`src/sv/fqps_pkg.sv`:
```
// ---------------------------------------------------------------------------
// fqps_pkg
// shared types, codes and defaults for the record queue with partition sum
// ---------------------------------------------------------------------------
package fqps_pkg;

    localparam int QUEUE_DEPTH_DEF = 16;
    localparam int SUM_W           = 36;
    localparam int OCC_W           = 5;

    // command codes carried on s_cmd
    typedef enum logic [2:0] {
        OP_ENQ   = 3'd0,
        OP_DEQ   = 3'd1,
        OP_CLEAR = 3'd2,
        OP_PEEK  = 3'd3,
        OP_SUM   = 3'd4
    } op_t;

    // result status codes carried on m_status
    typedef enum logic [1:0] {
        STS_OK    = 2'd0,
        STS_EMPTY = 2'd1,
        STS_FULL  = 2'd2
    } status_t;

    // one queue record as held in memory
    typedef struct packed {
        logic        [31:0] tag;
        logic signed [31:0] prize;
        logic        [7:0]  rtype;
        logic signed [31:0] tstamp;
    } rec_t;

    localparam int REC_W = $bits(rec_t);

    // sweep selection during the partition
    typedef enum logic [1:0] {
        PASS_MATCH = 2'd0,
        PASS_OTHER = 2'd1,
        PASS_COPY  = 2'd2
    } pass_sel_t;

    typedef enum logic [2:0] {
        CS_IDLE,
        CS_EXEC,
        CS_READ,
        CS_MATCH,
        CS_OTHER,
        CS_COPY,
        CS_EMIT
    } ctrl_state_t;

    // controller to datapath
    typedef struct packed {
        logic      take;
        logic      exec;
        logic      capture;
        logic      pass_run;
        logic      pass_restart;
        pass_sel_t pass_sel;
        logic      emit;
    } ctrl_cmd_t;

    // datapath to controller
    typedef struct packed {
        op_t  op;
        logic empty;
        logic pass_done;
        logic out_free;
    } dp_status_t;

endpackage

```
`src/sv/fqps_ram.sv`:
```
// ---------------------------------------------------------------------------
// fqps_ram
// simple dual-port ram, one write and one registered read per cycle
// ---------------------------------------------------------------------------
module fqps_ram #(
    parameter int WIDTH = 8,
    parameter int DEPTH = 16
) (
    input  logic                     aclk,
    input  logic                     wr_en,
    input  logic [$clog2(DEPTH)-1:0] wr_addr,
    input  logic [WIDTH-1:0]         wr_data,
    input  logic                     rd_en,
    input  logic [$clog2(DEPTH)-1:0] rd_addr,
    output logic [WIDTH-1:0]         rd_data
);

    logic [WIDTH-1:0] mem_reg [DEPTH];
    logic [WIDTH-1:0] rd_data_reg;

    always_ff @(posedge aclk) begin
        if (wr_en) begin
            mem_reg[wr_addr] <= wr_data;
        end
        if (rd_en) begin
            rd_data_reg <= mem_reg[rd_addr];
        end
    end

    assign rd_data = rd_data_reg;

endmodule

```
`src/sv/fqps_ctrl.sv`:
```
// ---------------------------------------------------------------------------
// fqps_ctrl
// command sequencer: decode, memory read wait, three partition sweeps, emit
// ---------------------------------------------------------------------------
module fqps_ctrl (
    input  logic                   aclk,
    input  logic                   aresetn,
    input  logic                   s_valid,
    output logic                   s_ready,
    input  fqps_pkg::dp_status_t   sts,
    output fqps_pkg::ctrl_cmd_t    cmd
);

    fqps_pkg::ctrl_state_t state_reg, state_next;

    always_ff @(posedge aclk) begin
        if (!aresetn) begin
            state_reg <= fqps_pkg::CS_IDLE;
        end else begin
            state_reg <= state_next;
        end
    end

    // next state
    always_comb begin
        state_next = state_reg;
        unique case (state_reg)
            fqps_pkg::CS_IDLE: begin
                if (s_valid) state_next = fqps_pkg::CS_EXEC;
            end
            fqps_pkg::CS_EXEC: begin
                if (sts.empty) begin
                    state_next = fqps_pkg::CS_EMIT;
                end else begin
                    unique case (sts.op) inside
                        fqps_pkg::OP_DEQ,
                        fqps_pkg::OP_PEEK: state_next = fqps_pkg::CS_READ;
                        fqps_pkg::OP_SUM:  state_next = fqps_pkg::CS_MATCH;
                        default:           state_next = fqps_pkg::CS_EMIT;
                    endcase
                end
            end
            fqps_pkg::CS_READ:  state_next = fqps_pkg::CS_EMIT;
            fqps_pkg::CS_MATCH: begin
                if (sts.pass_done) state_next = fqps_pkg::CS_OTHER;
            end
            fqps_pkg::CS_OTHER: begin
                if (sts.pass_done) state_next = fqps_pkg::CS_COPY;
            end
            fqps_pkg::CS_COPY: begin
                if (sts.pass_done) state_next = fqps_pkg::CS_EMIT;
            end
            fqps_pkg::CS_EMIT: begin
                if (sts.out_free) state_next = fqps_pkg::CS_IDLE;
            end
            default: state_next = fqps_pkg::CS_IDLE;
        endcase
    end

    // outputs
    always_comb begin
        cmd          = '0;
        cmd.pass_sel = fqps_pkg::PASS_MATCH;
        s_ready      = 1'b0;
        unique case (state_reg)
            fqps_pkg::CS_IDLE: begin
                s_ready  = 1'b1;
                cmd.take = s_valid;
            end
            fqps_pkg::CS_EXEC: cmd.exec = 1'b1;
            fqps_pkg::CS_READ: cmd.capture = 1'b1;
            fqps_pkg::CS_MATCH: begin
                cmd.pass_run     = 1'b1;
                cmd.pass_sel     = fqps_pkg::PASS_MATCH;
                cmd.pass_restart = sts.pass_done;
            end
            fqps_pkg::CS_OTHER: begin
                cmd.pass_run     = 1'b1;
                cmd.pass_sel     = fqps_pkg::PASS_OTHER;
                cmd.pass_restart = sts.pass_done;
            end
            fqps_pkg::CS_COPY: begin
                cmd.pass_run = 1'b1;
                cmd.pass_sel = fqps_pkg::PASS_COPY;
            end
            fqps_pkg::CS_EMIT: cmd.emit = sts.out_free;
            default: ;
        endcase
    end

endmodule

```
`src/sv/fqps_dp.sv`:
```
// ---------------------------------------------------------------------------
// fqps_dp
// record and scratch memories, head and count, sweep counters, output beat
// ---------------------------------------------------------------------------
module fqps_dp #(
    parameter int QUEUE_DEPTH = fqps_pkg::QUEUE_DEPTH_DEF
) (
    input  logic                                 aclk,
    input  logic                                 aresetn,
    input  fqps_pkg::ctrl_cmd_t                  cmd,
    output fqps_pkg::dp_status_t                 sts,
    input  logic [2:0]                           s_cmd,
    input  logic [31:0]                          s_item_name_tag,
    input  logic signed [31:0]                   s_item_prize,
    input  logic [7:0]                           s_item_type,
    input  logic signed [31:0]                   s_item_time,
    input  logic [7:0]                           s_key_type,
    output logic                                 m_valid,
    input  logic                                 m_ready,
    output logic [1:0]                           m_status,
    output logic [31:0]                          m_out_name_tag,
    output logic signed [31:0]                   m_out_prize,
    output logic [7:0]                           m_out_type,
    output logic signed [31:0]                   m_out_time,
    output logic signed [fqps_pkg::SUM_W-1:0]    m_prize_sum,
    output logic [fqps_pkg::OCC_W-1:0]           m_occupancy
);

    localparam int AW = $clog2(QUEUE_DEPTH);
    localparam int CW = $clog2(QUEUE_DEPTH + 1);
    localparam logic [AW:0]   DEPTH_W = (AW+1)'(QUEUE_DEPTH);
    localparam logic [CW-1:0] DEPTH_C = CW'(QUEUE_DEPTH);

    // ring position of the record at a given offset from the head
    function automatic logic [AW-1:0] slot_at(input logic [AW-1:0] head,
                                              input logic [AW-1:0] off);
        logic [AW:0] s;
        s = {1'b0, head} + {1'b0, off};
        if (s >= DEPTH_W) s = s - DEPTH_W;
        return s[AW-1:0];
    endfunction

    fqps_pkg::op_t     op_reg;
    fqps_pkg::rec_t    in_rec_reg;
    logic [7:0]        key_reg;
    logic [AW-1:0]     head_reg,       head_next;
    logic [CW-1:0]     count_reg,      count_next;
    logic [CW-1:0]     rd_off_reg,     rd_off_next;
    logic [CW-1:0]     proc_off_reg,   proc_off_next;
    logic              proc_valid_reg, proc_valid_next;
    logic [CW-1:0]     wr_n_reg,       wr_n_next;
    logic signed [fqps_pkg::SUM_W-1:0] sum_reg, sum_next;
    fqps_pkg::status_t res_status_reg, res_status_next;
    fqps_pkg::rec_t    res_rec_reg,    res_rec_next;

    logic              m_valid_reg;
    fqps_pkg::status_t m_status_reg;
    fqps_pkg::rec_t    m_rec_reg;
    logic signed [fqps_pkg::SUM_W-1:0] m_sum_reg;
    logic [fqps_pkg::OCC_W-1:0]        m_occ_reg;

    logic              empty, full, issue, is_copy, is_match, want_match;
    logic              main_wr_en, main_rd_en, scr_wr_en, scr_rd_en;
    logic [AW-1:0]     main_wr_addr, main_rd_addr;
    fqps_pkg::rec_t    main_wr_data, main_rd_data, scr_rd_data;
    logic [CW+fqps_pkg::OCC_W-1:0] occ_ext;

    assign empty      = (count_reg == '0);
    assign full       = (count_reg == DEPTH_C);
    assign is_copy    = (cmd.pass_sel == fqps_pkg::PASS_COPY);
    assign want_match = (cmd.pass_sel == fqps_pkg::PASS_MATCH);
    assign issue      = cmd.pass_run && (rd_off_reg != count_reg);
    assign is_match   = (main_rd_data.rtype == key_reg);

    // memory ports
    always_comb begin
        main_rd_en   = 1'b0;
        main_rd_addr = head_reg;
        main_wr_en   = 1'b0;
        main_wr_addr = slot_at(head_reg, count_reg[AW-1:0]);
        main_wr_data = in_rec_reg;
        if (cmd.exec) begin
            main_rd_en = !empty &&
                         ((op_reg == fqps_pkg::OP_DEQ) || (op_reg == fqps_pkg::OP_PEEK));
            main_wr_en = (op_reg == fqps_pkg::OP_ENQ) && !full;
        end
        if (issue && !is_copy) begin
            main_rd_en   = 1'b1;
            main_rd_addr = slot_at(head_reg, rd_off_reg[AW-1:0]);
        end
        if (cmd.pass_run && proc_valid_reg && is_copy) begin
            main_wr_en   = 1'b1;
            main_wr_addr = slot_at(head_reg, proc_off_reg[AW-1:0]);
            main_wr_data = scr_rd_data;
        end
    end

    assign scr_rd_en = issue && is_copy;
    assign scr_wr_en = cmd.pass_run && proc_valid_reg && !is_copy &&
                       (is_match == want_match);

    fqps_ram #(.WIDTH(fqps_pkg::REC_W), .DEPTH(QUEUE_DEPTH)) u_rec_ram (
        .aclk    (aclk),
        .wr_en   (main_wr_en),
        .wr_addr (main_wr_addr),
        .wr_data (main_wr_data),
        .rd_en   (main_rd_en),
        .rd_addr (main_rd_addr),
        .rd_data (main_rd_data)
    );

    fqps_ram #(.WIDTH(fqps_pkg::REC_W), .DEPTH(QUEUE_DEPTH)) u_scr_ram (
        .aclk    (aclk),
        .wr_en   (scr_wr_en),
        .wr_addr (wr_n_reg[AW-1:0]),
        .wr_data (main_rd_data),
        .rd_en   (scr_rd_en),
        .rd_addr (rd_off_reg[AW-1:0]),
        .rd_data (scr_rd_data)
    );

    // queue state, sweep counters and result
    always_comb begin
        head_next       = head_reg;
        count_next      = count_reg;
        rd_off_next     = rd_off_reg;
        proc_off_next   = proc_off_reg;
        proc_valid_next = 1'b0;
        wr_n_next       = wr_n_reg;
        sum_next        = sum_reg;
        res_status_next = res_status_reg;
        res_rec_next    = res_rec_reg;

        if (cmd.exec) begin
            res_status_next = fqps_pkg::STS_OK;
            res_rec_next    = '0;
            sum_next        = '0;
            rd_off_next     = '0;
            wr_n_next       = '0;
            unique case (op_reg) inside
                fqps_pkg::OP_ENQ: begin
                    if (full) res_status_next = fqps_pkg::STS_FULL;
                    else      count_next      = count_reg + 1'b1;
                end
                fqps_pkg::OP_DEQ: begin
                    if (empty) begin
                        res_status_next = fqps_pkg::STS_EMPTY;
                    end else begin
                        head_next  = slot_at(head_reg, AW'(1));
                        count_next = count_reg - 1'b1;
                    end
                end
                fqps_pkg::OP_CLEAR: begin
                    head_next  = '0;
                    count_next = '0;
                end
                fqps_pkg::OP_PEEK,
                fqps_pkg::OP_SUM: begin
                    if (empty) res_status_next = fqps_pkg::STS_EMPTY;
                end
                default: ;
            endcase
        end

        if (cmd.capture) res_rec_next = main_rd_data;

        if (cmd.pass_run) begin
            if (issue) begin
                rd_off_next     = rd_off_reg + 1'b1;
                proc_off_next   = rd_off_reg;
                proc_valid_next = 1'b1;
            end
            if (scr_wr_en) begin
                wr_n_next = wr_n_reg + 1'b1;
                if (want_match) begin
                    sum_next = sum_reg + fqps_pkg::SUM_W'(main_rd_data.prize);
                end
            end
            if (cmd.pass_restart) begin
                rd_off_next     = '0;
                proc_valid_next = 1'b0;
            end
        end
    end

    always_ff @(posedge aclk) begin
        if (!aresetn) begin
            head_reg       <= '0;
            count_reg      <= '0;
            proc_valid_reg <= 1'b0;
            m_valid_reg    <= 1'b0;
        end else begin
            head_reg       <= head_next;
            count_reg      <= count_next;
            proc_valid_reg <= proc_valid_next;
            if (cmd.emit)    m_valid_reg <= 1'b1;
            else if (m_ready) m_valid_reg <= 1'b0;
        end
    end

    assign occ_ext = {{fqps_pkg::OCC_W{1'b0}}, count_reg};

    always_ff @(posedge aclk) begin
        if (cmd.take) begin
            op_reg            <= fqps_pkg::op_t'(s_cmd);
            in_rec_reg.tag    <= s_item_name_tag;
            in_rec_reg.prize  <= s_item_prize;
            in_rec_reg.rtype  <= s_item_type;
            in_rec_reg.tstamp <= s_item_time;
            key_reg           <= s_key_type;
        end
        rd_off_reg     <= rd_off_next;
        proc_off_reg   <= proc_off_next;
        wr_n_reg       <= wr_n_next;
        sum_reg        <= sum_next;
        res_status_reg <= res_status_next;
        res_rec_reg    <= res_rec_next;
        if (cmd.emit) begin
            m_status_reg <= res_status_reg;
            m_rec_reg    <= res_rec_reg;
            m_sum_reg    <= sum_reg;
            m_occ_reg    <= occ_ext[fqps_pkg::OCC_W-1:0];
        end
    end

    assign sts.op        = op_reg;
    assign sts.empty     = empty;
    assign sts.pass_done = (rd_off_reg == count_reg) && !proc_valid_reg;
    assign sts.out_free  = !m_valid_reg || m_ready;

    assign m_valid        = m_valid_reg;
    assign m_status       = m_status_reg;
    assign m_out_name_tag = m_rec_reg.tag;
    assign m_out_prize    = m_rec_reg.prize;
    assign m_out_type     = m_rec_reg.rtype;
    assign m_out_time     = m_rec_reg.tstamp;
    assign m_prize_sum    = m_sum_reg;
    assign m_occupancy    = m_occ_reg;

endmodule

```
`src/sv/fifo_with_type_partition_sum.sv`:
```
// enqueue, clear, unused codes and error cases: decode/execute, then the result emit;
//   dequeue and peek: decode/execute, a memory read wait, then the result emit
// prize sum with n records held: match and non-match sweeps over the n records in the record memory,
//   then a copy-back sweep from the scratch memory; each beat is done before the next is taken
// a finished result waits in the output register while the next beat is taken
// reset clears head, count, controller and output valid; memories are not cleared
// ---------------------------------------------------------------------------
// fifo_with_type_partition_sum
// bounded record queue with type-keyed prize sum and stable partition
// ---------------------------------------------------------------------------
module fifo_with_type_partition_sum #(
    parameter int QUEUE_DEPTH = fqps_pkg::QUEUE_DEPTH_DEF
) (
    input  logic                                 aclk,
    input  logic                                 aresetn,
    // command beat
    input  logic                                 s_valid,
    output logic                                 s_ready,
    input  logic [2:0]                           s_cmd,
    input  logic [31:0]                          s_item_name_tag,
    input  logic signed [31:0]                   s_item_prize,
    input  logic [7:0]                           s_item_type,
    input  logic signed [31:0]                   s_item_time,
    input  logic [7:0]                           s_key_type,
    // result beat
    output logic                                 m_valid,
    input  logic                                 m_ready,
    output logic [1:0]                           m_status,
    output logic [31:0]                          m_out_name_tag,
    output logic signed [31:0]                   m_out_prize,
    output logic [7:0]                           m_out_type,
    output logic signed [31:0]                   m_out_time,
    output logic signed [fqps_pkg::SUM_W-1:0]    m_prize_sum,
    output logic [fqps_pkg::OCC_W-1:0]           m_occupancy
);

    // control and status between sequencer and datapath
    fqps_pkg::ctrl_cmd_t  ctrl_cmd;
    fqps_pkg::dp_status_t dp_sts;

    // sequencer: idle, decode/execute, read wait, match sweep,
    // non-match sweep, copy-back sweep, result emit
    fqps_ctrl u_ctrl (
        .aclk    (aclk),
        .aresetn (aresetn),
        .s_valid (s_valid),
        .s_ready (s_ready),
        .sts     (dp_sts),
        .cmd     (ctrl_cmd)
    );

    // datapath: ring of records, scratch for the partitioned order,
    // prize accumulator and the output register
    fqps_dp #(.QUEUE_DEPTH(QUEUE_DEPTH)) u_dp (
        .aclk            (aclk),
        .aresetn         (aresetn),
        .cmd             (ctrl_cmd),
        .sts             (dp_sts),
        .s_cmd           (s_cmd),
        .s_item_name_tag (s_item_name_tag),
        .s_item_prize    (s_item_prize),
        .s_item_type     (s_item_type),
        .s_item_time     (s_item_time),
        .s_key_type      (s_key_type),
        .m_valid         (m_valid),
        .m_ready         (m_ready),
        .m_status        (m_status),
        .m_out_name_tag  (m_out_name_tag),
        .m_out_prize     (m_out_prize),
        .m_out_type      (m_out_type),
        .m_out_time      (m_out_time),
        .m_prize_sum     (m_prize_sum),
        .m_occupancy     (m_occupancy)
    );

endmodule

```
`config.mk`:
```
export PLATFORM = sky130hd
export DESIGN_NAME = fifo_with_type_partition_sum
export DESIGN_NICKNAME = d
export VERILOG_FILES = /design/src/sv/fqps_pkg.sv /design/src/sv/fqps_ram.sv /design/src/sv/fqps_ctrl.sv /design/src/sv/fqps_dp.sv /design/src/sv/fifo_with_type_partition_sum.sv
export SDC_FILE = /design/constraint.sdc
export NUM_CORES = 2
export LEC_CHECK = 0
export BUFFER_PORTS_ARGS = -buffer_cell sky130_fd_sc_hd__buf_2
export CORE_MARGIN = 10
export CORE_UTILIZATION = 55
export CTS_BUF_LIST = sky130_fd_sc_hd__clkbuf_2
export DETAILED_ROUTE_END_ITERATION = 6
export GPL_ROUTABILITY_DRIVEN = 0
export GPL_TIMING_DRIVEN = 1
export PLACE_DENSITY_LB_ADDON = 0.1
export SLEW_MARGIN = 10
export SYNTH_ARGS = -nofsm -noshare
export SYNTH_HDL_FRONTEND = slang
export SYNTH_SLANG_ARGS = --single-unit
```
`constraint.sdc`:
```
create_clock -name aclk -period 13.9 [get_ports aclk]
set_input_delay 1.39 -clock aclk [delete_from_list [all_inputs] [get_ports aclk]]
set_output_delay 1.39 -clock aclk [all_outputs]
set_load 0.01 [all_outputs]
```
==> out/metrics.csv <==
stage;metric;value;unit
timing;setup ws final;7.558;ns
die;Die X;539.8;um
critical_path;critical path required time;15.56;ns
route;DR iter-0 viols;8944;
critical_path;CP startpoint;u_ctrl.state_reg[2]$_SDFFE_PN0P_;
route;WL final;376300;um
die;Boundary Pins;268;
timing;fin crit period;6.342;ns
synthesis;Synth area leaders;edfxtp_1, mux4_2, a22oi_1, mux2_2, dfxtp_1;
synthesis;count leader, synth;edfxtp_1;
critical_path;setup slack, reg-to-reg;7.56;ns
clocking;CTS clock-pin slew for the worst setup and hold paths;0.12;ns
critical_path;FF-to-FF path depth;12;
cells_and_area;nets@finish;7783;
grt;first-pass GRT wire length;541200;um
clocking;Setup Fix Bufs, Post-CTS;0;
critical_path;CP max FO;56;
timing;Final Max Tran Viols;0;
route;residual DRC count;0;
hold_path;Hold Crit Class;input pin to flop;
critical_path;r2r endpoint;u_dp.u_rec_ram.mem_reg[7][65]$_DFFE_PP_;
synthesis;Syn Nets;6502;
critical_path;crit end category;flop;
clocking;CTS tree;built;
synthesis;synthesized flop and latch total;3967;
timing;clk_skew;0.2274;ns
timing;Worst Tran Pin Value;1.208;ns
die;DIE AREA;291400;um2
power_and_ir_drop;PwrDens;153.6;nW/um2
placement;placed insts;9991;
die;starting density of the core;55.36;%
synthesis;yosys warns;0;
grt;largest net degree at the start of global routing;126;
route;vias per inst;6.229;
synthesis;top_reg_cell synth;edfxtp_1;
synthesis;gate count of the mapped netlist;6329;
timing;Achievable Freq;157.7;MHz
synthesis;synthesized area;148600;um2
route;DR pass1 iterations;6;
critical_path;Data arrival, critical path;8.00;ns
die;row cnt;190;
clocking;clock sinks;3967;
grt;total track usage;25.54;%
synthesis;Post-synth EDFFs;3908;
clocking;worst skew pair latency;2.21;ns
critical_path;crit path to;u_dp.u_rec_ram.mem_reg[7][65]$_DFFE_PP_;
synthesis;Seq/Total Area, Yosys;79.77;%
critical_path;max incr delay on CP;0.99;ns
route;Detail Route Antenna Nets;0;
flow_run;max-capacitance violation count;0;
timing;Final Hold Violating Endpoints;0;
cells_and_area;share of cells above drive strength 1;35.59;%
synthesis;distinct cell type count of the synthesized netlist;65;
power_and_ir_drop;Leak;0.05429;uW
synthesis;Synth top area share;78.98;%
timing;worst rel slew slack;19.45;%
timing;setup violators final;0;
cells_and_area;synth-to-layout area growth;11.30;%
die;Die Y-Extent;539.8;um
run_status;status;finished, final reports clean;
critical_path;CP max-delay cell;buf_4;
placement;Place WS;7.467;ns
synthesis;cell taking the most area after synthesis;edfxtp_1;
clocking;Root Buffer;clkbuf_2;
clocking;H-tree levels;6;
cells_and_area;Core Util, Final;61.62;%
timing;Setup TNS Final;0;ns
clocking;cts bufs inserted;934;
grt;grt total ovfl;0;
synthesis;most frequent cells after synthesis;edfxtp_1, mux4_2, a22oi_1;
placement;PortBufs;267;
die;core area;268400;um2
route;Avg WL per Cell;31.75;um
critical_path;cells along the critical path;and2b_1 > nand3_4 > mux2_2 > ha_1 > a21o_1 > a21oi_1 > xnor2_1 > xor2_1 > nand2_1 > nor2_4 > buf_4 > buf_4;
power_and_ir_drop;Peak supply drop;0.1987;mV
route;total number of vias;73830;
critical_path;FF-to-FF Start;u_ctrl.state_reg[2]$_SDFFE_PN0P_;
clocking;Max Root-Sink Buffers;4;
placement;HPWL Detailed;197700;um
critical_path;crit path kind;flop to flop;
critical_path;Setup crit start kind;flop;
synthesis;Avg Inst Size Synth;23.48;um2
synthesis;async set or reset register ratio after synthesis;0;%
timing;final worst path period share;45.63;%
critical_path;most frequent CP cell;buf_4;
grt;vias in the first global route;76704;
timing;RSZ-0062 raised after global routing;no;
cells_and_area;Post-Layout Cell Count;11853;
grt;number of antenna violations at the first check in global routing;40;
==> how the worst min path moves through the flow <==
| stage | from | end | slack [ns] | depth (start not counted) |
|---|---|---|---|---|
| CTS | aresetn | u_dp.count_reg[0]$_SDFFE_PN0P_ | 0.02 | 4 |
| global placement | u_dp.res_rec_reg[91]$_SDFFCE_PN0P_ | u_dp.m_out_name_tag[19]$_DFFE_PP_ | 0.40 | 0 |
| global route | aresetn | u_dp.count_reg[0]$_SDFFE_PN0P_ | 0.26 | 4 |
| detailed placement | u_dp.res_rec_reg[12]$_SDFFCE_PN0P_ | u_dp.m_out_time[12]$_DFFE_PP_ | 0.40 | 0 |
| finish | aresetn | u_dp.count_reg[0]$_SDFFE_PN0P_ | 0.34 | 4 |
| floorplan | u_dp.res_rec_reg[72]$_SDFFCE_PN0P_ | u_dp.m_out_name_tag[0]$_DFFE_PP_ | 0.40 | 0 |
==> through the flow <==
stage                     total power (uW)  hold WS (ns)  area (um2)
after detailed placement             18280        0.4045      154700
final                                25400        0.3413      165400
after CTS                            25650       0.02090      165400
after global placement               18230        0.4010      154700
after global routing                 26530        0.2601      165400
after floorplan                      16990        0.4003      148600
==> cell type report <==
class,instances,area [um2]
clock inverter,266,1511
multi-input combinational,2031,28940
antenna,12,30.03
clock buffer,1349,6751
fill,18944,103000
timing repair buffer,656,5082
inverter,20,75.07
tap,3552,4444
sequential,3967,118600
==> logic make-up after synthesis <==
group,synth area share (%)
AOI/OAI and AO/OA,1.733
DFF,79.77
and+or+nand+nor,1.591
muxes,15.07
xor gates and xnor gates,0.3756
adders and majority gates,0.4749
buffers and inverters,0.9835
==> repair_timing <==
action,4_1_cts,5_1_grt
hold endpoints to repair,167,0
setup endpoints to repair,0,0
hold buffers,235,0
gates resized for setup,0,0
==> layout by cell type (no fill, tap or decap), types with 47 or more instances in the layout <==
| cell type | synthesis | layout |
|---|---|---|
| ha_1 | 50 | 50 |
| dlygate4sd3_1 | 0 | 235 |
| clkinv_1 | 0 | 191 |
| a22oi_1 | 210 | 210 |
| nand2_1 | 164 | 162 |
| and3_1 | 109 | 109 |
| edfxtp_1 | 3908 | 3908 |
| dfxtp_1 | 59 | 54 |
| a21oi_1 | 57 | 57 |
| mux4_2 | 936 | 936 |
| mux2_2 | 107 | 107 |
| nand3_1 | 50 | 49 |
| buf_2 | 37 | 267 |
| buf_4 | 18 | 135 |
| clkbuf_2 | 0 | 1349 |
| nor2_1 | 81 | 47 |
| o21ai_0 | 55 | 55 |
==> layer usage <==
| metal | up-vias | part of all wire [%] | wire, um | GRT usage (%) |
|---|---|---|---|---|
| li1 | 30092 | - | - | - |
| met1 | 39562 | 42 | 157800 | 38.19 |
| met2 | 3710 | 47 | 178500 | 39.62 |
| met3 | 458 | 9.0 | 33810 | 5.110 |
| met4 | 8 | 1.6 | 6116 | 5.931 |
| met5 | - | 0.016 | 61 | 0 |
==> worst max-delay path: cells and delay by family, from the launching register on <==
family                     cells  cell delay, ns
xor gates and xnor gates       2            0.43
buffers and inverters          2            1.65
muxes                          1            0.57
and+or+nand+nor                4            1.84
adders and majority gates      1            0.28
AOI/OAI and AO/OA              2            0.35
DFF                            1            0.68
==> where the power goes <==
group / internal [uW] / total (uW) / switching (uW) / leakage (uW)
clock: 2810 / 7360 / 4550 / 0.00630
combinational: 1470 / 3540 / 2070 / 0.0123
sequential: 14100 / 14500 / 417 / 0.0357
No activity file was read; power rests on OpenSTA's default activity.
